File: src/hw/rtl/pidfd_pkg.sv
package pidfd_pkg;

  // datapath widths
  localparam int unsigned ERR_W     = 17;  // measured - target
  localparam int unsigned DT_W      = 16;  // elapsed milliseconds
  localparam int unsigned COEF_W    = 17;  // filter coefficient, up to 1.0 in Q0.16
  localparam int unsigned RAW_W     = 26;  // error slope and filtered slope, Q.8
  localparam int unsigned INTEG_W   = 48;  // integral accumulator
  localparam int unsigned MUL_A_W   = 18;
  localparam int unsigned MUL_B_W   = 27;
  localparam int unsigned PROD_W    = MUL_A_W + MUL_B_W;
  localparam int unsigned ACC_W     = 52;  // output sum in Q.16
  localparam int unsigned IH_W      = 40;  // gain_i times upper integral half
  localparam int unsigned ITERM_W   = 42;  // clamped integral term, Q.8
  localparam int unsigned Y_W       = ACC_W - 16;
  localparam int unsigned DRIVE_W   = 16;
  localparam int unsigned DIV_NUM_W = 25;  // widest dividend magnitude
  localparam int unsigned DIV_REM_W = 17;  // partial remainder, below the divisor
  localparam int unsigned DVS_W     = 17;  // widest divisor (filter_rc + dt)
  localparam int unsigned CNT_W     = 5;
  localparam int unsigned CFG_W     = 31;
  localparam int unsigned CFG_IDX_W = 3;

  // divider step counts: quotient bits per division
  localparam logic [CNT_W-1:0] RAW_STEPS  = CNT_W'(DIV_NUM_W);
  localparam logic [CNT_W-1:0] COEF_STEPS = CNT_W'(COEF_W);

  // saturation limits
  localparam logic signed [INTEG_W-1:0] INTEG_MAX = 48'sh7FFF_FFFF_FFFF;
  localparam logic signed [INTEG_W-1:0] INTEG_MIN = 48'sh8000_0000_0000;
  localparam logic signed [63:0]        ITERM_MAX = 64'sh0000_0100_0000_0000;
  localparam logic signed [63:0]        ITERM_MIN = -64'sh0000_0100_0000_0000;
  localparam logic signed [Y_W-1:0]     DRIVE_MAX = 36'sd32767;
  localparam logic signed [Y_W-1:0]     DRIVE_MIN = -36'sd32768;
  localparam logic [ACC_W-1:0]          ROUND_HALF = 52'd32768;

  // configuration register indexes
  typedef enum logic [CFG_IDX_W-1:0] {
    REG_GAIN_P       = 3'd0,
    REG_GAIN_I       = 3'd1,
    REG_GAIN_D       = 3'd2,
    REG_WINDUP_LIMIT = 3'd3,
    REG_OUT_MIN      = 3'd4,
    REG_OUT_MAX      = 3'd5,
    REG_FILTER_RC    = 3'd6,
    REG_BOUND_ENABLE = 3'd7
  } cfg_idx_e;

  // sequencer states
  typedef enum logic [3:0] {
    ST_IDLE,
    ST_START,
    ST_DIV_RAW,
    ST_DIV_COEF,
    ST_FILT,
    ST_DERIV,
    ST_INTEG,
    ST_KP,
    ST_KD,
    ST_KIH,
    ST_KIL,
    ST_ITERM,
    ST_SUM,
    ST_OUT
  } state_e;

endpackage

File: src/hw/rtl/pid_filtered_derivative_antiwindup_core.sv
// PID controller with a low-pass filtered derivative and integral clamping.
// Each request carries measured, target and elapsed_ms; the block returns one
// drive value per request. On a normal step the next request can be accepted
// only after a bit-serial divider, which produces one quotient bit per cycle,
// has run two divisions in a row (25 bits
// for the error slope, 17 bits for the filter coefficient) and a single shared
// 18x27 multiplier has been used for six products. The first step after reset and any
// step with elapsed_ms of 0 skip the divisions. While a
// request is in progress s_axis_tready is low; a finished drive value waits in
// the output register and does not block the next request until that request
// itself completes. Configuration writes must only happen while idle.
module pid_filtered_derivative_antiwindup_core (
  input  logic                            clk_i,
  input  logic                            rst_ni,
  input  logic                            cfg_we_i,
  input  logic [pidfd_pkg::CFG_IDX_W-1:0] cfg_addr_i,
  input  logic [pidfd_pkg::CFG_W-1:0]     cfg_data_i,
  input  logic                            s_axis_tvalid,
  output logic                            s_axis_tready,
  input  logic [47:0]                     s_axis_tdata,  // measured, target, elapsed_ms
  output logic                            m_axis_tvalid,
  input  logic                            m_axis_tready,
  output logic [15:0]                     m_axis_tdata   // drive
);

  // configuration registers
  logic signed [15:0]               gain_p_q, gain_i_q, gain_d_q;
  logic [pidfd_pkg::CFG_W-1:0]      windup_limit_q;
  logic signed [15:0]               out_min_q, out_max_q;
  logic [15:0]                      filter_rc_q;
  logic                             bound_enable_q;

  // control state
  pidfd_pkg::state_e                       state_q, state_d;
  logic                                    first_q, first_d;
  logic signed [pidfd_pkg::ERR_W-1:0]      prev_err_q, prev_err_d;
  logic signed [pidfd_pkg::RAW_W-1:0]      prev_deriv_q, prev_deriv_d;
  logic signed [pidfd_pkg::INTEG_W-1:0]    integ_q, integ_d;
  logic                                    out_valid_q, out_valid_d;

  // working registers
  logic signed [pidfd_pkg::ERR_W-1:0]      err_q, err_d;
  logic [pidfd_pkg::DT_W-1:0]              dt_q, dt_d;
  logic signed [pidfd_pkg::RAW_W-1:0]      raw_q, raw_d;
  logic [pidfd_pkg::COEF_W-1:0]            coef_q, coef_d;
  logic signed [pidfd_pkg::RAW_W-1:0]      deriv_q, deriv_d;
  logic signed [pidfd_pkg::PROD_W-1:0]     prod_q;
  logic signed [pidfd_pkg::ACC_W-1:0]      acc_q, acc_d;
  logic signed [pidfd_pkg::IH_W-1:0]       ih_q, ih_d;
  logic signed [pidfd_pkg::ITERM_W-1:0]    iterm_q, iterm_d;
  logic signed [pidfd_pkg::Y_W-1:0]        y_q, y_d;
  logic [pidfd_pkg::DRIVE_W-1:0]           drive_q, drive_d;

  // divider registers
  logic [pidfd_pkg::DIV_NUM_W-1:0]         num_q, num_d;
  logic [pidfd_pkg::DIV_NUM_W-1:0]         quot_q, quot_d;
  logic [pidfd_pkg::DIV_REM_W-1:0]         rem_q, rem_d;
  logic [pidfd_pkg::DVS_W-1:0]             dvs_q, dvs_d;
  logic [pidfd_pkg::CNT_W-1:0]             cnt_q, cnt_d;
  logic                                    neg_q, neg_d;

  // shared multiplier
  logic signed [pidfd_pkg::MUL_A_W-1:0]    mul_a;
  logic signed [pidfd_pkg::MUL_B_W-1:0]    mul_b;
  logic signed [pidfd_pkg::PROD_W-1:0]     mul_p;

  // combinational helpers
  logic signed [pidfd_pkg::ERR_W-1:0]      err_in;
  logic signed [pidfd_pkg::ERR_W:0]        err_diff, err_neg;
  logic [pidfd_pkg::ERR_W-1:0]             err_mag;
  logic [pidfd_pkg::DIV_REM_W:0]           rem_sh, rem_nx;
  logic                                    div_ge;
  logic [pidfd_pkg::DIV_NUM_W-1:0]         quot_nx;
  logic [pidfd_pkg::RAW_W-1:0]             raw_mag;
  logic signed [pidfd_pkg::MUL_B_W-1:0]    filt_diff;
  logic signed [pidfd_pkg::INTEG_W:0]      isum;
  logic signed [pidfd_pkg::INTEG_W-1:0]    integ_sat;
  logic signed [63:0]                      ifull;
  logic signed [pidfd_pkg::ITERM_W-1:0]    iterm_c;
  logic signed [pidfd_pkg::ACC_W-1:0]      acc_sum;
  logic signed [pidfd_pkg::Y_W-1:0]        lo_ext, hi_ext, y_lo, y_bnd, y_sat;
  logic signed [pidfd_pkg::INTEG_W-1:0]    lim_pos, lim_neg, integ_clip;
  logic                                    s_acc, out_free;

  // handshake
  assign s_axis_tready = (state_q == pidfd_pkg::ST_IDLE);
  assign s_acc         = s_axis_tvalid && s_axis_tready;
  assign m_axis_tvalid = out_valid_q;
  assign m_axis_tdata  = drive_q;
  assign out_free      = !out_valid_q || m_axis_tready;

  // error of the incoming request
  assign err_in = $signed({s_axis_tdata[15], s_axis_tdata[15:0]})
                - $signed({s_axis_tdata[31], s_axis_tdata[31:16]});

  // error change and its magnitude for the slope division
  assign err_diff = $signed({err_q[pidfd_pkg::ERR_W-1], err_q})
                  - $signed({prev_err_q[pidfd_pkg::ERR_W-1], prev_err_q});
  assign err_neg  = -err_diff;
  assign err_mag  = err_diff[pidfd_pkg::ERR_W] ? err_neg[pidfd_pkg::ERR_W-1:0]
                                               : err_diff[pidfd_pkg::ERR_W-1:0];

  // restoring divider, one quotient bit per cycle
  assign rem_sh  = {rem_q, num_q[pidfd_pkg::DIV_NUM_W-1]};
  assign div_ge  = rem_sh >= {1'b0, dvs_q};
  assign rem_nx  = div_ge ? rem_sh - {1'b0, dvs_q} : rem_sh;
  assign quot_nx = {quot_q[pidfd_pkg::DIV_NUM_W-2:0], div_ge};
  assign raw_mag = {1'b0, quot_nx};

  // filter input: raw slope minus previous filtered slope
  assign filt_diff = $signed({raw_q[pidfd_pkg::RAW_W-1], raw_q})
                   - $signed({prev_deriv_q[pidfd_pkg::RAW_W-1], prev_deriv_q});

  // integral growth with 48-bit saturation
  assign isum = $signed({integ_q[pidfd_pkg::INTEG_W-1], integ_q})
              + $signed({{15{prod_q[33]}}, prod_q[33:0]});
  assign integ_sat = (isum[pidfd_pkg::INTEG_W] != isum[pidfd_pkg::INTEG_W-1])
                   ? (isum[pidfd_pkg::INTEG_W] ? pidfd_pkg::INTEG_MIN : pidfd_pkg::INTEG_MAX)
                   : isum[pidfd_pkg::INTEG_W-1:0];

  // integral term from two partial products, clamped
  assign ifull = $signed({ih_q, 24'b0}) + $signed({{23{prod_q[40]}}, prod_q[40:0]});
  always_comb begin
    priority if (ifull > pidfd_pkg::ITERM_MAX) begin
      iterm_c = pidfd_pkg::ITERM_MAX[pidfd_pkg::ITERM_W-1:0];
    end else if (ifull < pidfd_pkg::ITERM_MIN) begin
      iterm_c = pidfd_pkg::ITERM_MIN[pidfd_pkg::ITERM_W-1:0];
    end else begin
      iterm_c = ifull[pidfd_pkg::ITERM_W-1:0];
    end
  end

  // final sum with round-half-up
  assign acc_sum = acc_q
                 + $signed({{2{iterm_q[pidfd_pkg::ITERM_W-1]}}, iterm_q, 8'b0})
                 + $signed(pidfd_pkg::ROUND_HALF);

  // output bounding or saturation
  assign lo_ext = $signed({{20{out_min_q[15]}}, out_min_q});
  assign hi_ext = $signed({{20{out_max_q[15]}}, out_max_q});
  assign y_lo   = (y_q < lo_ext) ? lo_ext : y_q;
  assign y_bnd  = (y_lo > hi_ext) ? hi_ext : y_lo;
  always_comb begin
    priority if (y_q > pidfd_pkg::DRIVE_MAX) begin
      y_sat = pidfd_pkg::DRIVE_MAX;
    end else if (y_q < pidfd_pkg::DRIVE_MIN) begin
      y_sat = pidfd_pkg::DRIVE_MIN;
    end else begin
      y_sat = y_q;
    end
  end

  // anti-windup clamp of the integral
  assign lim_pos = $signed({17'b0, windup_limit_q});
  assign lim_neg = -lim_pos;
  always_comb begin
    priority if (integ_q > lim_pos) begin
      integ_clip = lim_pos;
    end else if (integ_q < lim_neg) begin
      integ_clip = lim_neg;
    end else begin
      integ_clip = integ_q;
    end
  end

  // shared multiplier
  assign mul_p = mul_a * mul_b;

  // sequencer: next state, datapath loads and multiplier operands
  always_comb begin
    state_d      = state_q;
    first_d      = first_q;
    prev_err_d   = prev_err_q;
    prev_deriv_d = prev_deriv_q;
    integ_d      = integ_q;
    out_valid_d  = out_valid_q && !m_axis_tready;
    err_d        = err_q;
    dt_d         = dt_q;
    raw_d        = raw_q;
    coef_d       = coef_q;
    deriv_d      = deriv_q;
    acc_d        = acc_q;
    ih_d         = ih_q;
    iterm_d      = iterm_q;
    y_d          = y_q;
    drive_d      = drive_q;
    num_d        = num_q;
    quot_d       = quot_q;
    rem_d        = rem_q;
    dvs_d        = dvs_q;
    cnt_d        = cnt_q;
    neg_d        = neg_q;
    mul_a        = '0;
    mul_b        = '0;

    unique case (state_q)
      pidfd_pkg::ST_IDLE: begin
        if (s_acc) begin
          err_d   = err_in;
          dt_d    = s_axis_tdata[47:32];
          state_d = pidfd_pkg::ST_START;
        end
      end

      // choose between the full update and the held-slope path
      pidfd_pkg::ST_START: begin
        if (first_q) begin
          deriv_d = '0;
          state_d = pidfd_pkg::ST_KP;
        end else if (dt_q == '0) begin
          deriv_d = prev_deriv_q;
          state_d = pidfd_pkg::ST_KP;
        end else begin
          neg_d   = err_diff[pidfd_pkg::ERR_W];
          num_d   = {err_mag, 8'b0};
          rem_d   = '0;
          quot_d  = '0;
          dvs_d   = {1'b0, dt_q};
          cnt_d   = pidfd_pkg::RAW_STEPS;
          state_d = pidfd_pkg::ST_DIV_RAW;
        end
      end

      // slope = error change * 256 / dt, truncated toward zero
      pidfd_pkg::ST_DIV_RAW: begin
        num_d  = num_q << 1;
        rem_d  = rem_nx[pidfd_pkg::DIV_REM_W-1:0];
        quot_d = quot_nx;
        cnt_d  = cnt_q - 1'b1;
        if (cnt_q == 1'b1) begin
          raw_d   = neg_q ? $signed(-raw_mag) : $signed(raw_mag);
          // coefficient dividend dt * 65536: high part preloads the remainder
          num_d   = {dt_q[0], 24'b0};
          rem_d   = {2'b0, dt_q[15:1]};
          quot_d  = '0;
          dvs_d   = {1'b0, filter_rc_q} + {1'b0, dt_q};
          cnt_d   = pidfd_pkg::COEF_STEPS;
          state_d = pidfd_pkg::ST_DIV_COEF;
        end
      end

      // coefficient = dt * 65536 / (filter_rc + dt)
      pidfd_pkg::ST_DIV_COEF: begin
        num_d  = num_q << 1;
        rem_d  = rem_nx[pidfd_pkg::DIV_REM_W-1:0];
        quot_d = quot_nx;
        cnt_d  = cnt_q - 1'b1;
        if (cnt_q == 1'b1) begin
          coef_d  = quot_nx[pidfd_pkg::COEF_W-1:0];
          state_d = pidfd_pkg::ST_FILT;
        end
      end

      pidfd_pkg::ST_FILT: begin
        mul_a   = $signed({1'b0, coef_q});
        mul_b   = filt_diff;
        state_d = pidfd_pkg::ST_DERIV;
      end

      // filtered slope, floor of the Q0.16 product; issue err * dt
      pidfd_pkg::ST_DERIV: begin
        deriv_d = prev_deriv_q + $signed(prod_q[pidfd_pkg::RAW_W+15:16]);
        mul_a   = $signed({2'b0, dt_q});
        mul_b   = $signed({{10{err_q[pidfd_pkg::ERR_W-1]}}, err_q});
        state_d = pidfd_pkg::ST_INTEG;
      end

      pidfd_pkg::ST_INTEG: begin
        integ_d = integ_sat;
        state_d = pidfd_pkg::ST_KP;
      end

      pidfd_pkg::ST_KP: begin
        mul_a   = $signed({{2{gain_p_q[15]}}, gain_p_q});
        mul_b   = $signed({{10{err_q[pidfd_pkg::ERR_W-1]}}, err_q});
        state_d = pidfd_pkg::ST_KD;
      end

      // proportional term into Q.16, issue derivative product
      pidfd_pkg::ST_KD: begin
        acc_d   = $signed({prod_q[pidfd_pkg::ACC_W-9:0], 8'b0});
        mul_a   = $signed({{2{gain_d_q[15]}}, gain_d_q});
        mul_b   = $signed({deriv_q[pidfd_pkg::RAW_W-1], deriv_q});
        state_d = pidfd_pkg::ST_KIH;
      end

      // add derivative term, issue gain_i times upper integral half
      pidfd_pkg::ST_KIH: begin
        acc_d   = acc_q + $signed({{(pidfd_pkg::ACC_W-pidfd_pkg::PROD_W){
                                    prod_q[pidfd_pkg::PROD_W-1]}}, prod_q});
        mul_a   = $signed({{2{gain_i_q[15]}}, gain_i_q});
        mul_b   = $signed({{3{integ_q[pidfd_pkg::INTEG_W-1]}}, integ_q[47:24]});
        state_d = pidfd_pkg::ST_KIL;
      end

      // keep upper partial product, issue lower half (unsigned)
      pidfd_pkg::ST_KIL: begin
        ih_d    = prod_q[pidfd_pkg::IH_W-1:0];
        mul_a   = $signed({{2{gain_i_q[15]}}, gain_i_q});
        mul_b   = $signed({3'b0, integ_q[23:0]});
        state_d = pidfd_pkg::ST_ITERM;
      end

      pidfd_pkg::ST_ITERM: begin
        iterm_d = iterm_c;
        state_d = pidfd_pkg::ST_SUM;
      end

      pidfd_pkg::ST_SUM: begin
        y_d     = acc_sum[pidfd_pkg::ACC_W-1:16];
        state_d = pidfd_pkg::ST_OUT;
      end

      // deliver once the output register is free, then commit state
      pidfd_pkg::ST_OUT: begin
        if (out_free) begin
          drive_d      = bound_enable_q ? y_bnd[pidfd_pkg::DRIVE_W-1:0]
                                        : y_sat[pidfd_pkg::DRIVE_W-1:0];
          out_valid_d  = 1'b1;
          prev_err_d   = err_q;
          prev_deriv_d = deriv_q;
          first_d      = 1'b0;
          if (bound_enable_q) begin
            integ_d = integ_clip;
          end
          state_d      = pidfd_pkg::ST_IDLE;
        end
      end

      default: begin
        state_d = pidfd_pkg::ST_IDLE;
      end
    endcase
  end

  // state register
  always_ff @(posedge clk_i or negedge rst_ni) begin
    if (!rst_ni) begin
      state_q <= pidfd_pkg::ST_IDLE;
    end else begin
      state_q <= state_d;
    end
  end

  // controller state and output valid
  always_ff @(posedge clk_i or negedge rst_ni) begin
    if (!rst_ni) begin
      first_q      <= 1'b1;
      prev_err_q   <= '0;
      prev_deriv_q <= '0;
      integ_q      <= '0;
      out_valid_q  <= 1'b0;
    end else begin
      first_q      <= first_d;
      prev_err_q   <= prev_err_d;
      prev_deriv_q <= prev_deriv_d;
      integ_q      <= integ_d;
      out_valid_q  <= out_valid_d;
    end
  end

  // working registers
  always_ff @(posedge clk_i) begin
    err_q   <= err_d;
    dt_q    <= dt_d;
    raw_q   <= raw_d;
    coef_q  <= coef_d;
    deriv_q <= deriv_d;
    prod_q  <= mul_p;
    acc_q   <= acc_d;
    ih_q    <= ih_d;
    iterm_q <= iterm_d;
    y_q     <= y_d;
    drive_q <= drive_d;
    num_q   <= num_d;
    quot_q  <= quot_d;
    rem_q   <= rem_d;
    dvs_q   <= dvs_d;
    cnt_q   <= cnt_d;
    neg_q   <= neg_d;
  end

  // configuration writes
  always_ff @(posedge clk_i or negedge rst_ni) begin
    if (!rst_ni) begin
      gain_p_q       <= '0;
      gain_i_q       <= '0;
      gain_d_q       <= '0;
      windup_limit_q <= '0;
      out_min_q      <= '0;
      out_max_q      <= '0;
      filter_rc_q    <= '0;
      bound_enable_q <= 1'b0;
    end else if (cfg_we_i) begin
      unique case (cfg_addr_i)
        pidfd_pkg::REG_GAIN_P:       gain_p_q       <= cfg_data_i[15:0];
        pidfd_pkg::REG_GAIN_I:       gain_i_q       <= cfg_data_i[15:0];
        pidfd_pkg::REG_GAIN_D:       gain_d_q       <= cfg_data_i[15:0];
        pidfd_pkg::REG_WINDUP_LIMIT: windup_limit_q <= cfg_data_i;
        pidfd_pkg::REG_OUT_MIN:      out_min_q      <= cfg_data_i[15:0];
        pidfd_pkg::REG_OUT_MAX:      out_max_q      <= cfg_data_i[15:0];
        pidfd_pkg::REG_FILTER_RC:    filter_rc_q    <= cfg_data_i[15:0];
        pidfd_pkg::REG_BOUND_ENABLE: bound_enable_q <= cfg_data_i[0];
        default: begin
        end
      endcase
    end
  end

endmodule

File: config.mk
export PLATFORM = sky130hd
export DESIGN_NAME = pid_filtered_derivative_antiwindup_core
export DESIGN_NICKNAME = d
export VERILOG_FILES = /design/src/hw/rtl/pidfd_pkg.sv /design/src/hw/rtl/pid_filtered_derivative_antiwindup_core.sv
export SDC_FILE = /design/constraint.sdc
export NUM_CORES = 2
export LEC_CHECK = 0
export BUFFER_PORTS_ARGS = -buffer_cell sky130_fd_sc_hd__clkbuf_2
export CORE_MARGIN = 2
export CORE_UTILIZATION = 60
export DETAILED_ROUTE_END_ITERATION = 6
export PLACE_DENSITY_LB_ADDON = 0.3
export SETUP_SLACK_MARGIN = 0.1
export SYNTH_ARGS = -nofsm -noshare
export SYNTH_HDL_FRONTEND = slang
export SYNTH_SLANG_ARGS = --single-unit
File: constraint.sdc
create_clock -name clk_i -period 12.96 [get_ports clk_i]
set_input_delay 1.296 -clock clk_i [delete_from_list [all_inputs] [get_ports clk_i]]
set_output_delay 1.296 -clock clk_i [all_outputs]
set_load 0.05 [all_outputs]
==> impl_metrics.env <==
export IMPL_instances_no_fill=8196
export IMPL_status="finished, final reports clean"
export IMPL_synthFlopType="edfxtp_1"
export IMPL_die_area_um2=107000
export IMPL_p_sw_mw=6.936
export IMPL_synth_cells=6712
export IMPL_crit_family="compound AO/OA/AOI/OAI gates"
export IMPL_worst_path_max_delay_cell="a21oi_1"
export IMPL_crit_buf_inv=5
export IMPL_synth_most_common_cell="inv_1"
export IMPL_nets=7923
export IMPL_post_cts_buffers=0
export IMPL_grt_pass1_wl_um=287900
export IMPL_vias_per_cell=6.194
export IMPL_cts_root_buf="clkbuf_16"
export IMPL_cts_made_buffers=77
export IMPL_vias=50770
export IMPL_cpMostUsedCell="fa_1"
export IMPL_synth_commonest_cells="inv_1 (836), nand2_1 (736), ha_1 (602)"
export IMPL_finalCriticalPeriod_ns=10.30
export IMPL_rows=118
export IMPL_drt_wl_total_um=184900
export IMPL_cap_violations=0
export IMPL_synth_avg_cell_area_um2=9.336
export IMPL_max_slew_worst_pin_slew_ns=1.334
export IMPL_critical_path_class="reg2reg"
export IMPL_grt_max_degree=95
export IMPL_r2r_start="prev_deriv_q[1]"
export IMPL_yosysTopAreaCell="edfxtp_1"
export IMPL_hold_buffers=0
export IMPL_yosys_warnings=0
export IMPL_nFillCells=8474
export IMPL_grt_overflow=0
export IMPL_setup_viol=0
export IMPL_cts_htree_levels=3
export IMPL_total_power_mw=14.37
export IMPL_peakVddDrop_mv=0.1743
export IMPL_clkTransAtPathRegs_ns=0.06
export IMPL_hold_start="deriv_q[3]"
export IMPL_r2r_slack_ns=2.66
export IMPL_first_iter_violations=4465
export IMPL_min_period_over_period=0.7951
export IMPL_cts_resized=0
export IMPL_fmax_mhz=97.04
export IMPL_clockPowerShare=0.154
export IMPL_p_leak_nw=30.72
export IMPL_async_flop_share=0.3521
export IMPL_ant_nets=0
export IMPL_antenna_found_initial=13
export IMPL_r2r_end="prod_q[43]"
export IMPL_coreArea_um2=103500
export IMPL_worstHoldEndpoint="prev_deriv_q[3]"
export IMPL_seq_area_frac_synth=0.2811
export IMPL_pwr_share_seq=0.247
export IMPL_numClockSinks=639
export IMPL_routedWlPerCell_um=22.56
export IMPL_die_height_um=327.2
export IMPL_syn_area_um2=62660
export IMPL_cp_arrival_ns=10.89
export IMPL_drc=0
export IMPL_io_pins=105
export IMPL_use_met2=0.5723
export IMPL_rsz0062_at_grt="no"
export IMPL_synth_area_top_cells="edfxtp_1 (18%), fa_1 (15%), ha_1 (12%)"
export IMPL_combPwrFrac=0.600
export IMPL_clkLatencyLatePin_ns=0.69
export IMPL_place_ws_ns=2.802
export IMPL_setup_tns_ns=0
export IMPL_p_per_area_nw_per_um2=213.4
export IMPL_drv_slew=0
export IMPL_synth_seq_cells=639
export IMPL_cell_internal_pwr_mw=7.435
export IMPL_seqCellArea_um2=17610
export IMPL_synthToLayoutAreaGrowth_pct=7.474
export IMPL_setup_slack_ns=2.655
export IMPL_cp_start_kind="flip-flop"
export IMPL_worstHoldPathType="reg2reg"
export IMPL_slew_limit_headroom=0.1071
export IMPL_initial_core_util=0.6055
export IMPL_top_usage_layer="met2"
export IMPL_worstSetupEndpointType="flip-flop"
export IMPL_die_w_um=327.2
export IMPL_hold_viol_final=0
export IMPL_grt_use_total=0.3491
export IMPL_gp_congestion=0.9896
export IMPL_p_sw_frac=0.4826
export IMPL_grt_pass1_vias=50162
export IMPL_multi_input_area_um2=41110
export IMPL_ff2ff_path_depth=34
export IMPL_drt_first_pass_iters=7
export IMPL_synth_top_cell_area_share=0.1768
export IMPL_holdPathStages=2
export IMPL_use_met1=0.4437
export IMPL_portBuffers=104
export IMPL_drive_above_1_share=0.08408
export IMPL_netlist_cell_type_count=108
export IMPL_grt_use_met3=0.06134
export IMPL_skew_ns=0.03024
export IMPL_max_stage_delay_ns=0.76
export IMPL_synth_fp_nets=7884
export IMPL_path_depth=34
export IMPL_crit_fanout=8
export IMPL_cts_tree="yes"
export IMPL_cp_data_required_time_ns=13.55
export IMPL_dp_hpwl_um=141300
export IMPL_dp_cells=8052
export IMPL_synth_edff_count=369
export IMPL_cts_max_path_buffers=3
[worst register-to-register path: cells and delay by family, from the launching register on]
family | cells | cell delay, ns
buffers and inverters | 5 | 0.33
adder cells (fa/ha/maj) | 8 | 3.66
XOR/XNOR | 2 | 0.32
AND/OR/NAND/NOR | 4 | 0.66
flip-flops | 1 | 0.41
AO/OA/AOI/OAI | 15 | 4.83
[routing by layer]
metal | share of wire | vias to the layer above
li1 | - | 23243
met4 | 0.061 | 8
met1 | 0.39 | 24910
met2 | 0.47 | 2084
met3 | 0.085 | 525
met5 | 0.00036 | -
[power by group through the flow]
stage | combinational, mW | sequential (mW) | clock (mW)
after detailed placement | 8.45 | 3.55 | 0
after CTS | 8.52 | 3.52 | 2.23
after global routing | 9.60 | 3.58 | 2.31
after floorplan | 6.28 | 3.27 | 0
after global placement | 8.25 | 3.54 | 0
final | 8.62 | 3.55 | 2.21
[cell families after synthesis]
logic type	Yosys count	share of synthesized area
fa+ha+maj	1085	0.2745
buf+inv	1069	0.06605
mux	139	0.02484
compound gates	1506	0.1592
simple gates	1909	0.1433
xor+xnor	365	0.05102
flops	639	0.2811
[cell type report]
class,count,share of cell area
antenna,1,0.00003716
clock buffer,113,0.03270
clock inverter,30,0.005369
inverter,838,0.04672
multi-input combinational,5004,0.6104
sequential,639,0.2615
tap,1380,0.02564
timing repair buffer,191,0.01758
[per-stage QoR]
stage | util | cell area [µm²] | hold slack [ns]
final | 0.6507 | 67350 | 0.4847
after global routing | 0.6507 | 67340 | 0.5098
after CTS | 0.6507 | 67340 | 0.4856
after detailed placement | 0.6259 | 64780 | 0.4777
after global placement | 0.6259 | 64780 | 0.4617
after floorplan | - | 62660 | 0.4507
[registers in the layout (all words and copies together), names as in the netlist, 17 cells and up]
signal and count:
acc_q 52, coef_q 17, deriv_q 26, dvs_q 17
err_q 17, ih_q 40, integ_q 48, iterm_q 42
num_q 17, prev_deriv_q 26, prev_err_q 17, prod_q 45
quot_q 24, raw_q 26, rem_q 17, windup_limit_q 31
y_q 36
[worst max path at each step]
| stage | start | end | slack (ns) |
|---|---|---|---|
| CTS | prev_deriv_q[1] | prod_q[43] | 2.78 |
| finish | prev_deriv_q[1] | prod_q[43] | 2.66 |
| global placement | prev_deriv_q[1] | prod_q[41] | 3.10 |
| global route | prev_deriv_q[1] | prod_q[43] | 2.00 |
| detailed placement | prev_deriv_q[1] | prod_q[43] | 2.80 |
| floorplan | state_q[2] | prod_q[41] | 3.93 |
[layout by cell type, fill, tap and decap left out, types with 59 or more instances in the layout]
master     instances
inv_1            835
nand2_1          736
ha_1             602
fa_1             483
nor2_1           426
edfxtp_1         369
o21ai_0          366
a21oi_1          332
xnor2_1          260
dfrtp_1          224
a21o_1           164
mux2_2           131
and2_1           107
xor2_1           105
clkbuf_2         103
nor3_1            97
nand3_1           93
buf_4             87
clkbuf_16         77
o31ai_1           74
o21a_1            69
nand2b_1          67
nand4_1           59
Note: power is estimated with default switching activity, not from simulation.
